==> src/rtl/hte_pkg.sv <==
// Shared types, constants and a helper function for the homography transfer error scorer.
package hte_pkg;

    localparam int unsigned MAX_POINTS = 65536;
    localparam logic [16:0] TALLY_CAP = (MAX_POINTS < 131071) ? 17'(MAX_POINTS) : 17'd131071;
    localparam logic [39:0] RES_MAX = 40'hFF_FFFF_FFFF;

    localparam logic [62:0] HROW0_RST = 63'd262144;
    localparam logic [62:0] HROW1_RST = 63'd549755813888;
    localparam logic [62:0] HROW2_RST = 63'd1152921504606846976;
    localparam logic [39:0] LIMIT_RST = 40'd6554;

    localparam logic [1:0] REG_HROW0 = 2'd0;
    localparam logic [1:0] REG_HROW1 = 2'd1;
    localparam logic [1:0] REG_HROW2 = 2'd2;
    localparam logic [1:0] REG_LIMIT = 2'd3;

    typedef enum logic [2:0] {
        ST_IDLE,
        ST_COF,
        ST_PROJ,
        ST_CHK,
        ST_DIV,
        ST_SQ,
        ST_DONE
    } state_t;

    typedef struct packed {
        logic               start;
        logic signed [51:0] num;
        logic signed [51:0] den;
    } div_req_t;

    typedef struct packed {
        logic               done;
        logic signed [31:0] quo;
    } div_rsp_t;

    // Flat coefficient indexes {i1, i2, i3, i4} of cofactor k: h[i1]*h[i2] - h[i3]*h[i4].
    function automatic logic [15:0] cof_idx(input logic [3:0] k);
        logic [15:0] r;
        case (k)
            4'd0: r = {4'd4, 4'd8, 4'd5, 4'd7};
            4'd1: r = {4'd2, 4'd7, 4'd1, 4'd8};
            4'd2: r = {4'd1, 4'd5, 4'd2, 4'd4};
            4'd3: r = {4'd5, 4'd6, 4'd3, 4'd8};
            4'd4: r = {4'd0, 4'd8, 4'd2, 4'd6};
            4'd5: r = {4'd2, 4'd3, 4'd0, 4'd5};
            4'd6: r = {4'd3, 4'd7, 4'd4, 4'd6};
            4'd7: r = {4'd1, 4'd6, 4'd0, 4'd7};
            4'd8: r = {4'd0, 4'd4, 4'd1, 4'd3};
            default: r = 16'd0;
        endcase
        return r;
    endfunction

endpackage

==> src/rtl/hte_div.sv <==
// Restoring divider giving a signed Q.16 quotient with its magnitude capped at 2^30.
module hte_div
(
    input  logic              clk,
    input  logic              rst_n,
    input  hte_pkg::div_req_t req,
    output hte_pkg::div_rsp_t rsp
);

    logic [67:0] rem_reg, rem_next;
    logic [81:0] dv_reg, dv_next;
    logic [30:0] q_reg, q_next;
    logic [4:0]  cnt_reg, cnt_next;
    logic        busy_reg, busy_next;
    logic        done_reg, done_next;
    logic        neg_reg, neg_next;
    logic [50:0] num_mag, den_mag;
    logic        ge;
    logic [30:0] mag;

    always_comb
    begin
        num_mag = req.num[51] ? 51'(-req.num) : req.num[50:0];
        den_mag = req.den[51] ? 51'(-req.den) : req.den[50:0];
        ge = ({14'd0, rem_reg} >= dv_reg);
        rem_next = rem_reg;
        dv_next = dv_reg;
        q_next = q_reg;
        cnt_next = cnt_reg;
        busy_next = busy_reg;
        neg_next = neg_reg;
        done_next = 1'b0;
        if (req.start)
        begin
            rem_next = {1'b0, num_mag, 16'd0};
            dv_next = {1'b0, den_mag, 30'd0};
            q_next = '0;
            cnt_next = 5'd30;
            busy_next = 1'b1;
            neg_next = req.num[51] ^ req.den[51];
        end
        else if (busy_reg)
        begin
            if (ge)
            begin
                rem_next = rem_reg - dv_reg[67:0];
            end
            q_next = {q_reg[29:0], ge};
            dv_next = dv_reg >> 1;
            if (cnt_reg == 5'd0)
            begin
                busy_next = 1'b0;
                done_next = 1'b1;
            end
            else
            begin
                cnt_next = cnt_reg - 5'd1;
            end
        end
    end

    always_ff @(posedge clk or negedge rst_n)
    begin
        if (!rst_n)
        begin
            busy_reg <= 1'b0;
            done_reg <= 1'b0;
            cnt_reg <= '0;
        end
        else
        begin
            busy_reg <= busy_next;
            done_reg <= done_next;
            cnt_reg <= cnt_next;
        end
    end

    always_ff @(posedge clk)
    begin
        rem_reg <= rem_next;
        dv_reg <= dv_next;
        q_reg <= q_next;
        neg_reg <= neg_next;
    end

    // An integer part of 2^14 or more sets the top quotient bit and selects the cap.
    assign mag = q_reg[30] ? 31'h4000_0000 : {1'b0, q_reg[29:0]};
    assign rsp.done = done_reg;
    assign rsp.quo = neg_reg ? -$signed({1'b0, mag}) : $signed({1'b0, mag});

endmodule

==> config.mk <==
export PLATFORM = sky130hd
export DESIGN_NAME = hte_div
export DESIGN_NICKNAME = d
export VERILOG_FILES = /design/src/rtl/hte_pkg.sv /design/src/rtl/hte_div.sv
export SDC_FILE = /design/constraint.sdc
export NUM_CORES = 1
export LEC_CHECK = 0
export ABC_AREA = 1
export BUFFER_PORTS_ARGS = -buffer_cell sky130_fd_sc_hd__buf_2
export CORE_UTILIZATION = 50
export CTS_BUF_LIST = sky130_fd_sc_hd__clkbuf_8
export DETAILED_ROUTE_END_ITERATION = 8
export PLACE_DENSITY = 0.78
export SLEW_MARGIN = 5
export SYNTH_ARGS = -nofsm -noshare
export SYNTH_HDL_FRONTEND = slang
export SYNTH_SLANG_ARGS = --single-unit
==> constraint.sdc <==
create_clock -name clk -period 4.72 [get_ports clk]
set_input_delay 0.944 -clock clk [delete_from_list [all_inputs] [get_ports clk]]
set_output_delay 0.944 -clock clk [all_outputs]
set_load 0.1 [all_outputs]
==> flow_metrics.tcl <==
set metrics [dict create \
    run_status "finished clean" \
    totalPowerFinal_mw 4.58 \
    routed-via-count 18598 \
    cp_buf_inv_count 3 \
    holdBufCountCts 0 \
    highest_net_fanout_along_the_worst_path 14 \
    cp_data_required_time_ns 3.78 \
    maxCapViolations 0 \
    timing_worst_slew_pin_value_ns 0.951 \
    final_cell_area_um2 18700 \
    detail_route.first_pass.iterations 6 \
    register_area_um2 4830 \
    timing.final.crit_period_ns 4.31 \
    crit_slowest_cell "dfxtp_1" \
    dp_hpwl_mm 51.4 \
    cts_tree "built" \
    core-area_um2 33600 \
    cp_slowest_stage_delay_ns 0.52 \
    layout-area-overhead-vs-synth_pct 8.91 \
    final_critical_path_setup_slack_ns 0.411 \
    power.ir.vdd_worst_mv 0.221 \
    grt_first_pass_wirelength_mm 95.1 \
    detail_route.vias_per_cell 5.61 \
    gr-total-overflow 0 \
    detailed_place.area_um2 18200 \
    tritoncts_buffers 17 \
    async_flop_share 0.0372 \
    critPathLaunchType "register" \
    ant_nets 0 \
    mostFrequentLayoutCell "nand2_1" \
    cts_post_setup_buffers_inserted 0 \
    most-common-layout-cells "683 x nand2_1, 438 x inv_1, 349 x nor2_1" \
    die_area_um2 35000 \
    post_cts_resize_count 0 \
    detailedRoute.firstIterationViolations 1763 \
    synthesis.nets 2925 \
    initial_core_util 0.510 \
    drcViolationCount 0 \
    root_buffer "clkbuf_8" \
    critical_path.endpoint_type "output port" \
    largest_register_ffs 81 \
    ys.flop_type "edfxtp_1" \
    place.port_buffers 139 \
    design.final.nets 3033 \
    synth_enable_flop_cells 103 \
    die_w_um 187 \
    classification_of_the_worst_setup_path "register to output port" \
    cts-root-to-sink-buffers 2 \
    clock_latency_ns 0.52 \
    period_share 0.913 \
    clock_sinks 188 \
    fin_setup_tns_ns 0 \
    fmax_ghz 0.232 \
    n_fill_cell 3501 \
    ctsHtreeMaxLevel 4 \
    p_leak_nw 8.93 \
    synth_warnings 0 \
    cpMostUsedCell "nor2_2" \
    largest_net_degree_at_the_start_of_global_routing 83 \
    grt_pass1_vias 17368 \
    synth.cell_area_um2 17100 \
    area_share_of_the_largest_cell_type_after_synthesis 0.180 \
    timing.critical_path.cells "buf_4, nor2_1, inv_1, ha_1, nand3_1, nor2_2, nand4_1, nor2_2, nand4_1, nand2_1, o21ai_2, nor2_2, xor2_1, buf_2" \
    post_route_cells_drive_above_1_share 0.0949 \
    postLayoutCoreUtil 0.556 \
    wirelength_mm 62.4 \
    yosys_reg_bits 188 \
    synth_largest_area_cell "edfxtp_1" \
    post_synth.cell_area_avg_um2 6.25 \
    rsz0062_at_grt "false" \
    clk_pin_slew_worst_paths_ns 0.10 \
    core.rowCount 67 \
    place.gp.congestion 1.03 \
    floorplan.io_pins 140 \
    skew_ns 0.0126 \
    path_delay_family "simple AND/OR/NAND/NOR gates" \
    yosys-top-cells-area "edfxtp_1 18%, nand2_1 15%, inv_1 9.6%" \
    route.detailed.wl_per_inst_um 18.8 \
    relSlewSlack 0.366 \
    global_route.usage.total 0.352 \
    antennaDiodeCount 0 \
    dp_worst_setup_slack_ns 0.987 \
    report.final.hold_viol_count 0 \
    setup-violations-final 0 \
    power.density_cell_area_nw_per_um2 245 \
    chipHeight_um 187 \
    grt_antenna_before_repair 1 \
    timing.critical_path.arrival_ns 3.36 \
    multi_input_area_um2 10300 \
    report.final.slew_viol_count 0 \
    synth-seq-area-share 0.282 \
    netlist-cell-type-count 49 \
    hp-class "input pin to async pin" \
    synthCells 2744 \
]
## synthesized netlist by cell type, types with 3 or more instances
cell type  count
nor2_4         5
o21ai_2        4
clkbuf_1      43
nor4_1         7
o211ai_1       5
nor3_1        43
xor2_1        38
inv_1        438
nor2_1       349
o21ai_0      171
dfrtp_1        7
dfxtp_1       78
nand2_2       19
nand3b_1      20
buf_6          4
edfxtp_1     103
nand4_1       56
xnor2_1       45
inv_2         11
and3_1         3
o21bai_1      15
nor2_2        31
a31oi_1        6
ha_1          73
or2_2          5
buf_4          5
nand3_2        3
a21oi_1      151
a21o_1         3
nand2_4        3
nand2_1      684
o22ai_1       91
buf_1         10
o21ai_1       26
nand3_1      171
## report_power, final
group,total (mW),switching [mW],internal [mW]
combinational,1.52,1.06,0.460
clock,1.20,0.628,0.577
sequential,1.86,0.0375,1.83
## per-stage QoR
stage	instances	hold WS [ns]
final	3313	0.236
after CTS	3313	0.204
after floorplan	2744	0.432
after global routing	3313	0.231
after detailed placement	3281	0.458
after global placement	3281	0.449
## cell families after synthesis
group | Yosys count | share of synthesized area
muxes | 1 | 0.000584
adders and majority gates | 74 | 0.0544
buffers and inverters | 513 | 0.115
DFF | 188 | 0.282
xor gates and xnor gates | 83 | 0.0424
and+or+nand+nor | 1405 | 0.352
AOI/OAI and AO/OA | 480 | 0.153
## final timing paths
check / slack (ns) / endpoint / from / depth (start not counted)
min reg2reg: 0.47 / rem_reg[0] / rem_reg[0] / 2
max: 0.41 / rsp[24] / q_reg[30] / 14
min: 0.24 / done_reg / rst_n / 1
min in group clk: 0.47 / rem_reg[0] / rem_reg[0] / 2
max reg2reg: 1.44 / rem_reg[43] / dv_reg[44] / 12
max in group asynchronous: 4.33 / cnt_reg[3] / rst_n / 1
## per-layer routing
metal	vias to the layer above	routed length [µm]	track usage
met5	-	0	0
met4	0	1830	0.120
met3	93	5030	0.0555
met2	792	28600	0.585
met1	8551	27000	0.464
li1	9162	-	-
## layout make-up
type / count / area share
clock buffers: 17 / 0.0125
clock inverters: 15 / 0.0106
inverters: 450 / 0.0905
multi-input cells: 2043 / 0.554
flip-flops and latches: 188 / 0.259
well taps: 448 / 0.0300
repair buffers: 152 / 0.0438
(Power assumes the default switching activity.)
